### config.mk
export PLATFORM = sky130hd
export DESIGN_NAME = asrc_csr
export DESIGN_NICKNAME = d
export VERILOG_FILES = /design/src/hdl/asrc_pkg.sv /design/src/hdl/asrc_csr.sv
export SDC_FILE = /design/constraint.sdc
export NUM_CORES = 1
export LEC_CHECK = 0
export BUFFER_PORTS_ARGS = -buffer_cell sky130_fd_sc_hd__buf_2
export CORE_ASPECT_RATIO = 0.8
export CORE_MARGIN = 5
export CORE_UTILIZATION = 45
export DETAILED_ROUTE_END_ITERATION = 8
export PLACE_DENSITY = 0.83
export SYNTH_ARGS = -nofsm -noshare
export SYNTH_HDL_FRONTEND = slang
export SYNTH_SLANG_ARGS = --single-unit
export TNS_END_PERCENT = 1
### constraint.sdc
create_clock -name clock -period 1.4 [get_ports clock]
set_input_delay 0.28 -clock clock [delete_from_list [all_inputs] [get_ports clock]]
set_output_delay 0.28 -clock clock [all_outputs]
set_load 0.005 [all_outputs]
### src/hdl/asrc_pkg.sv
`default_nettype none
// ----------------------------------------------------------------------------
// asrc_pkg
// Shared types, codes and helpers for the ADC sample ring capture block.
// ----------------------------------------------------------------------------
package asrc_pkg;

   localparam int MAX_READ  = 64;
   localparam int CNT_W     = 6;   // run length minus one
   localparam int PROD_W    = 16;  // (count - 1) * stride
   localparam int RED_STEPS = 3;   // modulo reduction cycles
   localparam int STEP_W    = 2;   // modulo reduction step counter

   localparam logic [15:0] BITS_MODE_RESET = 16'd2;
   localparam logic [31:0] VOLTS_RESET     = 32'd13504;

   typedef enum logic [1:0] {
      ACT_PUSH_RAW   = 2'd0,
      ACT_PUSH_VALUE = 2'd1,
      ACT_READ       = 2'd2
   } action_type;

   typedef enum logic [1:0] {
      MODE_8  = 2'd0,
      MODE_10 = 2'd1,
      MODE_12 = 2'd2,
      MODE_16 = 2'd3
   } bits_mode_type;

   typedef enum logic {
      REG_BITS_MODE = 1'b0,
      REG_VOLTS     = 1'b1
   } reg_index_type;

   typedef enum logic [1:0] {
      ST_IDLE,
      ST_REDUCE,
      ST_ALIGN,
      ST_STREAM
   } state_type;

   typedef struct packed {
      logic [1:0]  bits_mode;
      logic [31:0] volts_per_code;
   } cfg_type;

   typedef struct packed {
      logic push_raw;
      logic push_value;
      logic load;
      logic reduce;
      logic align;
      logic issue;
      logic last;
   } dp_cmd_type;

   function automatic logic [6:0] sat_count(input logic [6:0] count);
      logic [6:0] result;
      result = (count > 7'(MAX_READ)) ? 7'(MAX_READ) : count;
      return result;
   endfunction

   function automatic logic [15:0] mode_mask(input logic [1:0] mode);
      logic [15:0] result;
      unique case (bits_mode_type'(mode))
         MODE_8:  result = 16'h00FF;
         MODE_10: result = 16'h03FF;
         MODE_12: result = 16'h0FFF;
         MODE_16: result = 16'hFFFF;
         default: result = 16'hFFFF;
      endcase
      return result;
   endfunction

   function automatic logic [15:0] mode_mid(input logic [1:0] mode);
      logic [15:0] result;
      unique case (bits_mode_type'(mode))
         MODE_8:  result = 16'd127;
         MODE_10: result = 16'd511;
         MODE_12: result = 16'd2047;
         MODE_16: result = 16'd32767;
         default: result = 16'd32767;
      endcase
      return result;
   endfunction

endpackage
`default_nettype wire

### src/hdl/asrc_csr.sv
`default_nettype none
// ----------------------------------------------------------------------------
// asrc_csr
// Configuration registers: ADC width mode and volts per code.
// ----------------------------------------------------------------------------
module asrc_csr (
   input  wire logic             clock,
   input  wire logic             reset,
   input  wire logic             psel,
   input  wire logic             penable,
   input  wire logic             pwrite,
   input  wire logic [2:0]       paddr,
   input  wire logic [31:0]      pwdata,
   output      logic [31:0]      prdata,
   output      logic             pready,
   output      asrc_pkg::cfg_type cfg
);
   import asrc_pkg::*;

   logic [1:0]    bits_mode_ff;
   logic [31:0]   volts_ff;
   logic          wr_en;
   reg_index_type index;

   assign index  = reg_index_type'(paddr[2]);
   assign wr_en  = psel && penable && pwrite;
   assign pready = 1'b1;

   always_ff @(posedge clock) begin
      if (reset) begin
         bits_mode_ff <= BITS_MODE_RESET[1:0];
         volts_ff     <= VOLTS_RESET;
      end else if (wr_en) begin
         unique case (index)
            REG_BITS_MODE: bits_mode_ff <= pwdata[1:0];
            REG_VOLTS:     volts_ff     <= pwdata;
            default:       volts_ff     <= volts_ff;
         endcase
      end
   end

   always_comb begin
      unique case (index)
         REG_BITS_MODE: prdata = {30'd0, bits_mode_ff};
         REG_VOLTS:     prdata = volts_ff;
         default:       prdata = 32'd0;
      endcase
   end

   assign cfg.bits_mode      = bits_mode_ff;
   assign cfg.volts_per_code = volts_ff;

endmodule
`default_nettype wire

==> out/metrics.cfg <==
[synth]
syn-cell-area_um2=1760
top_post_synthesis_cells_by_area=sky130_fd_sc_hd__dfxtp_1 39%, sky130_fd_sc_hd__nand2b_1 20%, sky130_fd_sc_hd__mux2i_1 19%
yosysWarnings=0
synthArstFlopShare=0
synth_top_area_cell=sky130_fd_sc_hd__dfxtp_1
synth_most_common_cell=sky130_fd_sc_hd__nand2b_1
synth_top_flop_cell=sky130_fd_sc_hd__dfxtp_1
ys_seq_elements=34
syn-instance-count=185
synth_nets=225
synth.yosys.seq_area_share=0.387
synth.cells.most_frequent=55 x sky130_fd_sc_hd__nand2b_1, 34 x sky130_fd_sc_hd__dfxtp_1, 34 x sky130_fd_sc_hd__mux2i_1
syn_area_per_cell_um2=9.52
netlist.area_leader.share=0.387
synth_edf_count=0
post_synth_num_cell_types=14

[setup_path]
top_family_by_delay_on_critical_path=flip-flops
required_ns=1.12
timing.critical_path.cells=mux2_2, buf_2
crit_slowest_cell=sky130_fd_sc_hd__dfxtp_1
critical_path_startpoint_category=flop
criticalPathCategory=flop to output pin
end_kind=output pin
critical_path.max_fanout=3
max_stage_delay_ns=0.32
worst-path-buf-inv=1
timing.critical_path.arrival_ns=0.98

[die]
placeableCoreArea_um2=3780
floorplan.rows=20
die_width_um=79.9
pin_count=107
initial_utilization=0.466
dieHeight_um=65.9
die_area_um2=5270

[sta]
fmaxAchievable_mhz=793
fin_tns_setup_ns=0
min_period_ns=1.26
fin_skew_ns=0
timing.final.max_slew_violations=0
setup-violations-final=0
timing.final.crit_share=0.901
grt_setup_unrepaired=no
fin_worst_hold_slack_ns=0.262
finalHoldViolCount=0

[place]
dp_hpwl_mm=3.07
gp_congestion=0.719
buffer_ports.inserted=103
dpl-instance-area_um2=2290

[cts]
clk-insertion-delay-late_ns=0.27
path_clk_slew_ns=0.06
clock-root-buffer=sky130_fd_sc_hd__clkbuf_8
postCtsSetupRepairBufs=0
numClockSinks=34
cts_hold_buf=0
resized_after_cts=0
clock_path_buffers=2
cts_made_buffers=5
tritoncts_clock_tree=built
clock_tree.htree_level_count=2

[grt]
grt_pass1_vias=1491
grt_pass1_wl_mm=6.86
grt_remaining_overflow=0
total_global_route_track_usage=0.164
antenna_found_initial=0
maximum_number_of_pins_on_one_net_before_global_route_repair=68

[power]
max-vdd-ir-drop_uv=509
design_power_total_uw=1890
p_leak_uw=0.00114
p_per_area_nw_per_um2=799

[routing]
drt_pre_antenna_iters=4
post_drt_wl_per_cell_um=12.0
wirelength_mm=4.08
drc_errors=0
final_antenna_net_count=0
avgViaCountPerCell=4.43
num_vias=1507
drt_first_iter_violations=27

[cells_and_area]
fill_cells=350
final_nets=325
proportion_of_layout_cells_with_a_drive_suffix_above_1=0.407
finish.instance_area_um2=2370
syn_to_final_growth_pct=34.4
n_antenna_cell=0

[flow_run]
drv.max_cap_violation_count=0

[status]
run_status=finished, final reports clean

[hold_path]
hold_class=input pin to flop

[metrics by stage]
step	utilization	std cells	worst slack (ns)
final	0.626	340	0.139
after global routing	0.626	340	0.100
after floorplan	-	185	0.428
after CTS	0.626	340	0.117
after detailed placement	0.606	333	0.108
after global placement	0.606	333	0.163
[worst register-to-register path, delay by kind of cell (launching register included)]
kind / cells / cell delay [ns]
muxes: 1 / 0.13
DFF: 1 / 0.35
and+or+nand+nor: 1 / 0.06
[where the power goes]
part / switching [µW] / internal [µW] / total (µW)
clock network: 300 / 342 / 641
logic: 106 / 140 / 246
registers: 14.4 / 989 / 1000
total: 420 / 1470 / 1890
[sequential cells by signal, indices dropped and copies added (netlist names)]
signal        count
volts_ff         32
bits_mode_ff      2
[cell type report]
cell class,instances,area [µm²],share of cell area
clock buffer,7,76.3,0.0323
timing repair buffer,108,578,0.244
sequential,34,681,0.288
multi-input combinational,136,962,0.407
tap,55,68.8,0.0291
[metal layers]
metal  vias to the layer above  GRT usage  wire (µm)
met1                       656      0.194       1840
li1                        779          -          -
met2                        67      0.280       1770
met4                         0     0.0506         35
met5                         -          0          0
met3                         5     0.0545        433
[final timing paths]
check | slack, ns | from | to | cells past startpoint
worst max-delay path | 0.14 | volts_ff[1] | prdata[1] | 2
worst min-delay path | 0.26 | pwdata[12] | volts_ff[12] | 3
worst max register to register | 0.78 | volts_ff[4] | volts_ff[4] | 2
worst min register to register | 0.48 | volts_ff[21] | volts_ff[21] | 2
[cell usage in the layout (no fill, tap or decap), drive strengths merged]
cell,synthesis,layout
buf,7,108
nand2b,55,55
mux2i,34,34
dfxtp,34,34
and2,30,30
nor2,12,12
clkbuf,8,7
mux2,2,2
and4,1,1
nand4b,1,1
conb,1,1
[cell families (layout without fill, tap and decap cells)]
group / after synthesis / count (layout) / share of synthesized area
other: 1 / 1 / 0.00213
multiplexers: 36 / 36 / 0.206
flip-flops: 34 / 34 / 0.387
buffers and inverters: 15 / 115 / 0.0675
AND/OR/NAND/NOR: 99 / 99 / 0.338
Power figures use the tool's default switching activity.
