<file path="config.mk">
export PLATFORM = sky130hd
export DESIGN_NAME = asrc_ctrl
export DESIGN_NICKNAME = d
export VERILOG_FILES = /design/src/hdl/asrc_pkg.sv /design/src/hdl/asrc_ctrl.sv
export SDC_FILE = /design/constraint.sdc
export NUM_CORES = 1
export LEC_CHECK = 0
export ABC_AREA = 0
export BUFFER_PORTS_ARGS = -buffer_cell sky130_fd_sc_hd__buf_4
export CORE_AREA = 10 10 53 55
export DETAILED_ROUTE_END_ITERATION = 8
export DIE_AREA = 0 0 63 65
export GPL_ROUTABILITY_DRIVEN = 0
export PLACE_DENSITY_LB_ADDON = 0.25
export SYNTH_ARGS = -nofsm -noshare
export SYNTH_HDL_FRONTEND = slang
export SYNTH_SLANG_ARGS = --single-unit
</file>
<file path="constraint.sdc">
create_clock -name clock -period 1.9 [get_ports clock]
set_input_delay 0.19 -clock clock [delete_from_list [all_inputs] [get_ports clock]]
set_output_delay 0.19 -clock clock [all_outputs]
set_load 0.01 [all_outputs]
</file>
<file path="src/hdl/asrc_pkg.sv">
`default_nettype none
// ----------------------------------------------------------------------------
// asrc_pkg
// Shared types, codes and helpers for the ADC sample ring capture block.
// ----------------------------------------------------------------------------
package asrc_pkg;

   localparam int MAX_READ  = 64;
   localparam int CNT_W     = 6;   // run length minus one
   localparam int PROD_W    = 16;  // (count - 1) * stride
   localparam int RED_STEPS = 3;   // modulo reduction cycles
   localparam int STEP_W    = 2;   // modulo reduction step counter

   localparam logic [15:0] BITS_MODE_RESET = 16'd2;
   localparam logic [31:0] VOLTS_RESET     = 32'd13504;

   typedef enum logic [1:0] {
      ACT_PUSH_RAW   = 2'd0,
      ACT_PUSH_VALUE = 2'd1,
      ACT_READ       = 2'd2
   } action_type;

   typedef enum logic [1:0] {
      MODE_8  = 2'd0,
      MODE_10 = 2'd1,
      MODE_12 = 2'd2,
      MODE_16 = 2'd3
   } bits_mode_type;

   typedef enum logic {
      REG_BITS_MODE = 1'b0,
      REG_VOLTS     = 1'b1
   } reg_index_type;

   typedef enum logic [1:0] {
      ST_IDLE,
      ST_REDUCE,
      ST_ALIGN,
      ST_STREAM
   } state_type;

   typedef struct packed {
      logic [1:0]  bits_mode;
      logic [31:0] volts_per_code;
   } cfg_type;

   typedef struct packed {
      logic push_raw;
      logic push_value;
      logic load;
      logic reduce;
      logic align;
      logic issue;
      logic last;
   } dp_cmd_type;

   function automatic logic [6:0] sat_count(input logic [6:0] count);
      logic [6:0] result;
      result = (count > 7'(MAX_READ)) ? 7'(MAX_READ) : count;
      return result;
   endfunction

   function automatic logic [15:0] mode_mask(input logic [1:0] mode);
      logic [15:0] result;
      unique case (bits_mode_type'(mode))
         MODE_8:  result = 16'h00FF;
         MODE_10: result = 16'h03FF;
         MODE_12: result = 16'h0FFF;
         MODE_16: result = 16'hFFFF;
         default: result = 16'hFFFF;
      endcase
      return result;
   endfunction

   function automatic logic [15:0] mode_mid(input logic [1:0] mode);
      logic [15:0] result;
      unique case (bits_mode_type'(mode))
         MODE_8:  result = 16'd127;
         MODE_10: result = 16'd511;
         MODE_12: result = 16'd2047;
         MODE_16: result = 16'd32767;
         default: result = 16'd32767;
      endcase
      return result;
   endfunction

endpackage
`default_nettype wire

</file>
<file path="src/hdl/asrc_ctrl.sv">
`default_nettype none
// ----------------------------------------------------------------------------
// asrc_ctrl
// Sequencer: dispatches pushes, runs the read setup and the read stream.
// ----------------------------------------------------------------------------
module asrc_ctrl (
   input  wire logic                 clock,
   input  wire logic                 reset,
   input  wire logic                 start,
   input  wire logic [1:0]           req_action,
   input  wire logic [6:0]           req_read_count,
   output      logic                 busy,
   output      asrc_pkg::dp_cmd_type cmd
);
   import asrc_pkg::*;

   state_type         state_ff, state_in;
   logic [STEP_W-1:0] step_ff, step_in;
   logic [CNT_W-1:0]  left_ff, left_in;
   logic              accept;
   logic [6:0]        count_sat;
   action_type        action;

   assign action    = action_type'(req_action);
   assign count_sat = sat_count(req_read_count);
   assign busy      = (state_ff != ST_IDLE);
   assign accept    = start && !busy;

   // next state
   always_comb begin
      state_in = state_ff;
      unique case (state_ff)
         ST_IDLE: begin
            if (accept && action == ACT_READ && count_sat != 7'd0) begin
               state_in = ST_REDUCE;
            end
         end
         ST_REDUCE: begin
            if (step_ff == STEP_W'(RED_STEPS - 1)) begin
               state_in = ST_ALIGN;
            end
         end
         ST_ALIGN: state_in = ST_STREAM;
         ST_STREAM: begin
            if (left_ff == '0) begin
               state_in = ST_IDLE;
            end
         end
         default: state_in = ST_IDLE;
      endcase
   end

   // outputs
   always_comb begin
      cmd     = '0;
      step_in = step_ff;
      left_in = left_ff;
      unique case (state_ff)
         ST_IDLE: begin
            step_in = '0;
            if (accept) begin
               case (action)
                  ACT_PUSH_RAW:   cmd.push_raw   = 1'b1;
                  ACT_PUSH_VALUE: cmd.push_value = 1'b1;
                  ACT_READ: begin
                     cmd.load = (count_sat != 7'd0);
                     left_in  = CNT_W'(count_sat - 7'd1);
                  end
                  default: cmd = '0;
               endcase
            end
         end
         ST_REDUCE: begin
            cmd.reduce = 1'b1;
            step_in    = step_ff + STEP_W'(1);
         end
         ST_ALIGN: cmd.align = 1'b1;
         ST_STREAM: begin
            cmd.issue = 1'b1;
            cmd.last  = (left_ff == '0);
            left_in   = left_ff - CNT_W'(1);
         end
         default: cmd = '0;
      endcase
   end

   always_ff @(posedge clock) begin
      if (reset) begin
         state_ff <= ST_IDLE;
         step_ff  <= '0;
         left_ff  <= '0;
      end else begin
         state_ff <= state_in;
         step_ff  <= step_in;
         left_ff  <= left_in;
      end
   end

endmodule
`default_nettype wire

</file>
==> run summary, run 1 <==
Instance count after placement with tap cells included: 145
Die Y: 65 microns
Via-to-Cell Ratio: 5.416
Top-level port count: 20
Maximum VDD drop: 0.5771 mV
Post-route DRC violation count: 0
Sequential group share of total power: 0.321
Root buffer cell: clkbuf_4
Number of DRC markers in iteration 0: 22
Compound-cell area share of the yosys netlist: 0.2397
Fin. Hold Viols: 0
Total stage count of the critical path: 6
TritonCTS Buffers: 3
Final Critical Period: 1819 ps
Result of the run: completed
Routed WL: 2183 microns
Die Width: 63 microns
Ratio of cells with drive above 1 in the final layout: 0.2869
Global route overflow: 0
Total of endpoints with negative setup slack in the final report: 0
Average wire per standard cell: 14.65 microns
Total internal power: 527.1 uW
Std cell rows: 16
Clock tree from TritonCTS: built
Post-CTS clock slew at the launch and capture registers of the worst setup and hold paths: 80 ps
Combinational Power Share: 0.434
Number of vias after detailed routing: 807
DRT antenna net count: 0
Average footprint of a synthesized cell: 7.697 sq um
Top Family by Delay on Critical Path: compound AO/OA/AOI/OAI gates
Ratio of total power to cell area: 813.8 mW/mm^2
Xor and xnor area share after synthesis: 0.01149
Worst Setup End Kind: flop
Flop and latch count out of synthesis: 10
Simple-gate area share of the yosys netlist: 0.3071
Initial core utilization: 0.4093
Relative contribution of the clock network to total power: 0.244
GRT Util Overall: 0.1065
Hold Path Stages: 2
Initial antenna violation count: 0
Unique masters post-synth: 36
Mux cell area share after synthesis: 0.01314
Switching Share: 0.3680
Total half-perimeter wirelength after legalization and detailed placement: 1641 microns
Max_slew headroom: 0.5207
Async set-or-reset flop fraction in the synthesized netlist: 0
I/O Buffers: 19
Post-synthesis share of cell area spent on full adders, half adders and majority gates: 0.09852
Layout area overhead: 34.48%
WP data arrival: 2010 ps
Final cell count without fillers: 149
Net switching power: 306.9 uW
Fin Hold WS: 174.4 ps
Clock Latency Late Sink: 270 ps
Part of the cycle the worst path needs: 0.9575
Required time of the worst setup path: 2090 ps
Postcts setup bufs: 0
Number of detailed-route iterations in the first pass: 4
Dominant combinational cell family by area after synthesis: simple AND/OR/NAND/NOR gates
Count of buffering cells on the critical path with inverters included: 1
Critical path cell sequence: inv_1, ha_2, nand4b_2, a31o_1, a221o_1, a211oi_2
Predominant post-synthesis flop cell: dfxtp_1
Hold Crit Class: input pin to flop
Critical Path Start Type: flop
Upper clock frequency limit: 549.7 MHz
Number of nets in the synthesized netlist: 117
Total number of H-tree levels: 1
Summed instance area of the synthesized netlist: 762.0 sq um
Kind of critical path: flop to flop
Static leakage: 0.0004350 uW
Pins Over Slew Limit: 0
Measured slew at the worst slew-check pin: 700.8 ps
First-pass GRT wire length: 3553 microns
Cell count of the worst reg-to-reg path: 6
Core region area: 0.001862 sq mm
Share of synthesized area occupied by flip-flops and latches: 0.2627
Yosys warning total: 0
Mapped Cells: 99
Critical Path Max Stage Delay: 400 ps
Number of global-route vias before repair: 813
Power, Total: 834.0 uW
Maximum root-to-sink buffer count: 2
Clk sinks: 10
Die area: 0.004095 sq mm
Reported max-cap violation count: 0
Total Nets Final: 141
Peak fanout along the critical path: 5
Number of diodes added for antenna fixing: 0
Slowest cell on the critical path: a221o_1
Final setup skew: 3.447 ps
Number of synthesized flops with an enable pin: 0
Pin count of the biggest net entering global routing: 14
## power by group through the flow
stage	clock network, uW	registers, uW	logic (uW)
detailed placement	0	264	344
global route	219	272	397
global placement	0	263	338
floorplan	0	259	219
finish	204	268	362
CTS	208	259	347
## cells in the mapped netlist, types with 2 or more instances
| cell type | n | area (sq um) |
|---|---|---|
| dfxtp_1 | 10 | 200.2 |
| nand2_1 | 10 | 37.54 |
| inv_1 | 9 | 33.78 |
| nor2_1 | 8 | 30.03 |
| a21oi_1 | 6 | 30.03 |
| ha_1 | 6 | 75.07 |
| nor3b_1 | 6 | 45.04 |
| o21ai_0 | 4 | 20.02 |
| a211oi_1 | 3 | 22.52 |
| nor3_1 | 3 | 15.01 |
| o2111ai_1 | 3 | 26.28 |
| a221o_1 | 2 | 20.02 |
| and2_1 | 2 | 12.51 |
| buf_2 | 2 | 10.01 |
| clkbuf_1 | 2 | 7.510 |
| nand3_1 | 2 | 10.01 |
| or3b_1 | 2 | 17.52 |
## placed cells by master (no fill, tap or decap), types with 2 or more instances in the layout
cell,n
ha_1,3
o2111ai_1,3
nor3b_1,6
or3b_1,2
inv_1,9
nor2_1,8
dfxtp_1,8
a221o_1,2
ha_4,2
buf_4,23
clkbuf_4,3
o21ai_0,4
dfxtp_2,2
nor3_1,3
nand3_1,2
a211oi_1,2
nand2_1,10
a21oi_1,6
## per-stage QoR
step             util  worst slack, ps  instance area [sq um]  setup TNS (ps)
2_1_floorplan       -            4.184                  785.8               0
3_3_place_gp   0.5202            105.7                  968.4               0
3_5_place_dp   0.5202            76.61                  968.4               0
4_1_cts        0.5397            53.29                   1005               0
5_1_grt        0.5504           -15.44                   1025          -15.44
6_report       0.5504            80.69                   1025               0
## path summary, 6_finish.rpt
path	startpoint	endpoint	slack, ps
min	reset	left_ff[0]	170
max reg2reg	state_ff[0]	state_ff[0]	80
min reg2reg	left_ff[0]	left_ff[0]	470
max	state_ff[0]	state_ff[0]	80
## worst reg2reg max path, cell delays in order (launching register included)
cell	delay, ps
dfxtp_2	350
inv_1	120
ha_2	240
nand4b_2	160
a31o_1	230
a221o_1	400
a211oi_2	240
## cell type report
class | count | area [sq um]
Clock buffer | 4 | 36.28
Fill cell | 199 | 837.1
Inverter | 9 | 33.78
Multi-Input combinational cell | 76 | 545.5
Sequential cell | 10 | 202.7
Tap cell | 27 | 33.78
Timing Repair Buffer | 23 | 172.7
## cell families after synthesis
group,count (synthesis)
flops,10
mux,1
fa+ha+maj,6
simple gates,42
buf+inv,13
compound gates,26
xor+xnor,1
## timing repair
action,CTS,global route
setup endpoints to repair,0,4
hold buffers,0,0
gates resized for setup,0,5
## state kept, by name, indices dropped and copies added, names as in the netlist
name / count
step_ff: 2
left_ff: 6
state_ff: 2
## metal layers
layer / share of wire / vias up / track usage / wire, microns
li1: - / 411 / - / -
met1: 0.45 / 369 / 0.1178 / 987
met2: 0.49 / 23 / 0.1777 / 1063
met3: 0.046 / 4 / 0.02921 / 101
met4: 0.014 / 0 / 0.06704 / 30
met5: 0 / - / 0 / 0
(Power assumes the default switching activity.)
==> run 2: changes to the inputs <==
--- a/config.mk
+++ b/config.mk
@@ -7,11 +7,14 @@
 export LEC_CHECK = 0
 export ABC_AREA = 0
 export BUFFER_PORTS_ARGS = -buffer_cell sky130_fd_sc_hd__buf_4
-export CORE_AREA = 10 10 53 55
+export CELL_PAD_IN_SITES_DETAIL_PLACEMENT = 0
+export CELL_PAD_IN_SITES_GLOBAL_PLACEMENT = 1
+export CORE_AREA = 10 10 48 77
 export DETAILED_ROUTE_END_ITERATION = 8
-export DIE_AREA = 0 0 63 65
+export DIE_AREA = 0 0 58 87
 export GPL_ROUTABILITY_DRIVEN = 0
 export PLACE_DENSITY_LB_ADDON = 0.25
+export SLEW_MARGIN = 10
 export SYNTH_ARGS = -nofsm -noshare
 export SYNTH_HDL_FRONTEND = slang
 export SYNTH_SLANG_ARGS = --single-unit
==> run 2 against run 1 <==
  * Worst hold slack improved by 50 ps
  * Register-to-register slack got worse by 30 ps
  * Design area rose by 3.3%
  * Maximum frequency fell by 1.4%
  * Sequential share of layout area fell by 0.63 points
  * Core utilization fell by 12 points
  * Sequential power barely moved
  * Critical path depth did not move
  * Via count rose by 1.5%
  * Non-clock buffer count fell by 1
  * Total power rose by 8.7%
  * Clock skew fell by 2.6 ps
  * Largest cell class unchanged
  * Largest power group unchanged
==> run summary, run 2 (synthesis results as in run 1) <==
WP data arrival: 2010 ps (about the same)
DRT antenna net count: 0 (unchanged)
Core region area: 0.002462 sq mm (+32%)
Die Width: 58 microns (-7.9%)
Final core occ: 0.4299 (-0.1205)
Average wire per standard cell: 15.56 microns (+6.2%)
Ratio of cells with drive above 1 in the final layout: 0.2975 (+0.01064)
Post-CTS clock slew at the launch and capture registers of the worst setup and hold paths: 50 ps (-30 ps)
First-pass GRT wire length: 3926 microns (+10%)
CTS Hold Bufs: 0 (unchanged)
Most frequent standard cell in the layout excluding fill and tap cells: buf_4
Number of diodes added for antenna fixing: 0 (unchanged)
Number of detailed-route iterations in the first pass: 4 (unchanged)
Layout area overhead: 38.92%
Die area: 0.005046 sq mm (+23%)
Measured slew at the worst slew-check pin: 476.2 ps (-224.6 ps)
Reg2reg start: state_ff[1]
Total half-perimeter wirelength after legalization and detailed placement: 1881 microns (+15%)
Commonest cells after routing, fill and taps aside: 21 x buf_4, 10 x nand2_1, 9 x inv_1
Routed WL: 2288 microns (+4.8%)
Initial core utilization: 0.3095 (-0.09982)
Result of the run: completed
Met2 track demand over resource: 0.1873 (+0.009590)
Kind of critical path: flop to flop
Total number of H-tree levels: 1 (unchanged)
Met1 track demand over resource: 0.09069 (-0.02707)
RSZ-0062 raised after global routing: false
Maximum VDD drop: 0.5677 mV (-1.6%)
Top-level port count: 20 (unchanged)
Static leakage: 0.0004407 uW (+1.3%)
Ratio of total power to cell area: 856.4 mW/mm^2 (+5.2%)
Post-route DRC violation count: 0 (unchanged)
Top Registers: left_ff: 6 flops, state_ff: 2 flops, step_ff: 2 flops
Root buffer cell: clkbuf_8
Total Nets Final: 140 (-0.71%)
Total of endpoints with negative setup slack in the final report: 0 (unchanged)
Std cell rows: 24 (+8)
Die Y: 87 microns (+34%)
Clock tree from TritonCTS: built
Total negative setup slack: 0 ps (unchanged)
Critical Path Source: state_ff[1]
Peak fanout along the critical path: 5 (unchanged)
Pin count of the biggest net entering global routing: 21 (+7)
Hold Crit Class: input pin to flop
Maximum root-to-sink buffer count: 2 (unchanged)
Reported max-cap violation count: 0 (unchanged)
Routing usage on met3: 0.02193 (-0.007280)
Required time of the worst setup path: 2070 ps (-20 ps)
Initial antenna violation count: 0 (unchanged)
Final setup skew: 0.8479 ps (-2.599 ps)
Most flop-heavy register: left_ff
Number of global-route vias before repair: 863 (+6.2%)
Clk sinks: 10 (unchanged)
Final Critical Period: 1846 ps (+26.77 ps)
Max_slew headroom: 0.6743 (+0.1536)
Upper clock frequency limit: 541.7 MHz (-1.4%)
Number of vias after detailed routing: 819 (+1.5%)
I/O Buffers: 19 (unchanged)
Worst Setup End Kind: flop
Number of DRC markers in iteration 0: 15 (-32%)
Cell count of the worst reg-to-reg path: 6 (unchanged)
Global route overflow: 0 (unchanged)
Clock Latency Late Sink: 240 ps (-30 ps)
Via-to-Cell Ratio: 5.571 (+2.9%)
Number of flip-flops in the largest register: 6 (unchanged)
Global route hottest layer: met2
FF-to-FF setup slack: 50 ps (-30 ps)
Critical R2R Capture: left_ff[2]
Capturing element of the worst setup path: left_ff[2]
Critical Path Start Type: flop
GRT Util Overall: 0.09613 (-0.01041)
TritonCTS Buffers: 3 (unchanged)
Number of fill cells: 249 (+25%)
Pins Over Slew Limit: 0 (unchanged)
Part of the cycle the worst path needs: 0.9716 (+0.01409)
Fin. Hold Viols: 0 (unchanged)
run 2: cell count changes in the layout (fill, tap and decap cells not counted), sizes merged:
cell  change
buf       -1
run 2: repair_timing:
item / 4_1_cts / 5_1_grt
endpoints found under the setup margin: 0 / 4
setup buffers: 0 / 0
endpoints found under the hold margin: 0 / 0
gates resized for setup: 0 / 8
run 2: worst min path at each step:
| stage | cells past startpoint | slack [ps] | to | startpoint |
|---|---|---|---|---|
| final | 2 | 220 | state_ff[0] | reset |
| after global placement | 2 | 460 | left_ff[0] | left_ff[0] |
| after CTS | 2 | 220 | left_ff[0] | reset |
| after global routing | 2 | 230 | left_ff[2] | reset |
| after detailed placement | 2 | 470 | left_ff[0] | left_ff[0] |
| after floorplan | 2 | 400 | left_ff[5] | reset |
run 2: cell type report:
class / count / area, sq um / share of cell area
Clock buffer: 4 / 55.05 / 0.05201
Inverter: 9 / 33.78 / 0.03191
Multi-Input combinational cell: 76 / 565.5 / 0.5343
Sequential cell: 10 / 202.7 / 0.1915
Tap cell: 26 / 32.53 / 0.03073
Timing Repair Buffer: 22 / 168.9 / 0.1596
run 2: per-layer routing:
metal | part of all wire | vias up
met5 | 0 | -
met2 | 0.56 | 15
met4 | 0.018 | 0
met1 | 0.38 | 391
met3 | 0.041 | 5
li1 | - | 408
run 2: worst max-delay path, cell delays in order (launching register included):
cell	delay, ps
dfxtp_2	340
ha_4	160
or3b_1	370
and2_4	180
ha_4	170
or3_4	390
a31oi_4	160
run 2: per-stage QoR:
step	power, uW	setup slack [ps]	cells	hold slack (ps)	area [sq um]
after global placement	614.6	79.30	143	461.7	959.7
after floorplan	478.2	4.184	99	401.0	785.8
after CTS	895.5	56.91	147	215.2	1015
after detailed placement	616.7	71.95	143	466.6	959.7
after global routing	973.5	12.26	147	230.8	1059
final	906.5	53.92	147	224.6	1059
run 2: power by group:
group | internal [uW] | switching, uW | leakage, uW | total, uW
Clock | 183 | 90.4 | 0.0000288 | 273
Sequential | 241 | 28.7 | 0.0000822 | 269
Combinational | 173 | 191 | 0.000330 | 364
==> run 3: changes to the inputs <==
--- a/config.mk
+++ b/config.mk
@@ -9,9 +9,9 @@
 export BUFFER_PORTS_ARGS = -buffer_cell sky130_fd_sc_hd__buf_4
 export CELL_PAD_IN_SITES_DETAIL_PLACEMENT = 0
 export CELL_PAD_IN_SITES_GLOBAL_PLACEMENT = 1
-export CORE_AREA = 10 10 48 77
+export CORE_AREA = 10 10 65 56
 export DETAILED_ROUTE_END_ITERATION = 8
-export DIE_AREA = 0 0 58 87
+export DIE_AREA = 0 0 75 66
 export GPL_ROUTABILITY_DRIVEN = 0
 export PLACE_DENSITY_LB_ADDON = 0.25
 export SLEW_MARGIN = 10
==> run 3 against run 2 <==
  * Sequential power hardly changed
  * Non-clock buffer count stayed put
  * Combinational power is 5% lower
  * Worst hold slack worse by 43 ps
  * Largest power group unchanged
==> run summary, run 3 (synthesis results as in run 1) <==
Result of the run: completed
Reg2reg start: state_ff[0]
Reported max-cap violation count: 0 (unchanged)
Routed WL: 2186 microns (-4.5%)
Number of DRC markers in iteration 0: 82 (+67)
Total half-perimeter wirelength after legalization and detailed placement: 1701 microns (-9.6%)
Most frequent standard cell in the layout excluding fill and tap cells: buf_4
Initial core utilization: 0.3199 (+0.01040)
Required time of the worst setup path: 2100 ps (+30 ps)
Std cell rows: 16 (-33%)
DRT antenna net count: 0 (unchanged)
I/O Buffers: 19 (unchanged)
Critical R2R Capture: left_ff[2]
Relative contribution of the clock network to total power: 0.245 (-0.056)
Core region area: 0.002382 sq mm (-3.3%)
RSZ-0062 raised after global routing: false
Number of detailed-route iterations in the first pass: 4 (unchanged)
Kind of critical path: flop to flop
Die Width: 75 microns (+29%)
Measured slew at the worst slew-check pin: 426.6 ps (-49.60 ps)
Combinational Power Share: 0.426 (+0.024)
Total Nets Final: 140 (unchanged)
Static leakage: 0.0004316 uW (-2.0%)
Initial antenna violation count: 0 (unchanged)
Postcts setup bufs: 0 (unchanged)
Sequential group share of total power: 0.329 (+0.032)
Final setup skew: 9.723 ps (+8.875 ps)
Die Y: 66 microns (-24%)
Max_slew headroom: 0.7083 (+0.03392)
Clk sinks: 10 (unchanged)
Total negative setup slack: 0 ps (unchanged)
WP data arrival: 2010 ps (about the same)
Worst hold path startpoint: reset
Average wire per standard cell: 14.77 microns (-5.1%)
Number of flip-flops in the largest register: 6 (unchanged)
Pins Over Slew Limit: 0 (unchanged)
Critical Path Start Type: flop
Total internal power: 523.7 uW (-12%)
Cell count of the worst reg-to-reg path: 6 (unchanged)
Die area: 0.004950 sq mm (-1.9%)
Hold Crit Class: input pin to flop
Ratio of total power to cell area: 794.1 mW/mm^2 (-7.3%)
Via-to-Cell Ratio: 5.351 (-4.0%)
Worst Setup End Kind: flop
GRT Util Overall: 0.09411 (-0.002016)
Top-level port count: 20 (unchanged)
Root buffer cell: clkbuf_4
Number of diodes added for antenna fixing: 0 (unchanged)
Hold Path Stages: 2 (unchanged)
Upper clock frequency limit: 552.4 MHz (+2.0%)
Clock Latency Late Sink: 270 ps (+30 ps)
Worst Hold End: state_ff[0]
Number of vias after detailed routing: 792 (-3.3%)
Total of endpoints with negative setup slack in the final report: 0 (unchanged)
First-pass GRT wire length: 3601 microns (-8.3%)
Global route overflow: 0 (unchanged)
Most flop-heavy register: left_ff
Pre-CTS setup slack: 53.52 ps (-18.43 ps)
Peak fanout along the critical path: 5 (unchanged)
Pin count of the biggest net entering global routing: 21 (unchanged)
Total number of H-tree levels: 1 (unchanged)
Switching Share: 0.3580 (+0.01600)
Ratio of cells with drive above 1 in the final layout: 0.2810 (-0.01653)
Final Critical Period: 1810 ps (-35.94 ps)
Maximum root-to-sink buffer count: 2 (unchanged)
Post-route DRC violation count: 0 (unchanged)
FF-to-FF setup slack: 90 ps (+40 ps)
Number of global-route vias before repair: 765 (-11%)
Maximum VDD drop: 0.3680 mV (-35%)
Fin. Hold Viols: 0 (unchanged)
Layout area overhead: 34.81%
TritonCTS Buffers: 3 (unchanged)
Worst Slack Setup Final: 89.86 ps (+35.94 ps)
Post-CTS clock slew at the launch and capture registers of the worst setup and hold paths: 80 ps (+30 ps)
Top Registers: left_ff: 6 flops, state_ff: 2 flops, step_ff: 2 flops
Part of the cycle the worst path needs: 0.9527 (-0.01892)
Clock tree from TritonCTS: built
Commonest cells after routing, fill and taps aside: 21 x buf_4, 10 x nand2_1, 9 x inv_1
Net switching power: 292.1 uW (-5.8%)
-- run 3: what timing repair did --
item / in CTS / in global routing
hold buffers: 0 / 0
endpoints found under the setup margin: 0 / 5
gates resized for setup: 0 / 5
-- run 3: final cells by class --
cell class	count	area (sq um)
flip-flops and latches	10	202.7
clock buffers	4	36.28
inverters	9	33.78
repair buffers	22	177.7
multi-input cells	76	543.0
well taps	27	33.78
fillers	236	1355
-- run 3: worst max-delay path by stage --
stage	from	end	cells past startpoint
final	state_ff[0]	left_ff[2]	6
after global routing	state_ff[0]	left_ff[5]	6
after CTS	state_ff[0]	left_ff[2]	6
after detailed placement	state_ff[1]	state_ff[0]	6
after global placement	state_ff[1]	left_ff[4]	7
after floorplan	state_ff[0]	left_ff[4]	8
-- run 3: stage by stage --
stage	cell area, sq um	utilization	hold slack (ps)	cells	power [uW]
after floorplan	785.8	-	401.0	99	478.2
final	1027	0.4312	181.5	148	815.7
after global routing	1027	0.4312	169.9	148	880.9
after detailed placement	973.4	0.4086	468.8	144	607.1
after CTS	1010	0.4238	172.6	148	815.2
after global placement	973.4	0.4086	475.1	144	606.1
-- run 3: per-layer routing --
layer	part of all wire	global-route usage	routed length (microns)	vias up
li1	-	-	-	406
met4	0.0082	0.02830	18	0
met3	0.098	0.04204	215	2
met1	0.47	0.1221	1027	355
met2	0.42	0.1348	925	29
met5	0	0	0	-
-- run 3: critical path, stage by stage (launching register included) --
cell and delay, ps:
dfxtp_2 350, ha_4 170, or3b_4 390, and2_4 160, ha_4 170, or3_1 370, a31oi_1 130
-- run 3: power by group through the flow --
| stage | Sequential (uW) | Clock (uW) | Combinational [uW] |
|---|---|---|---|
| 4_1_cts | 260 | 211 | 344 |
| 3_3_place_gp | 263 | 0 | 343 |
| 2_1_floorplan | 259 | 0 | 219 |
| 3_5_place_dp | 265 | 0 | 342 |
| 5_1_grt | 272 | 220 | 390 |
| 6_report | 268 | 200 | 347 |
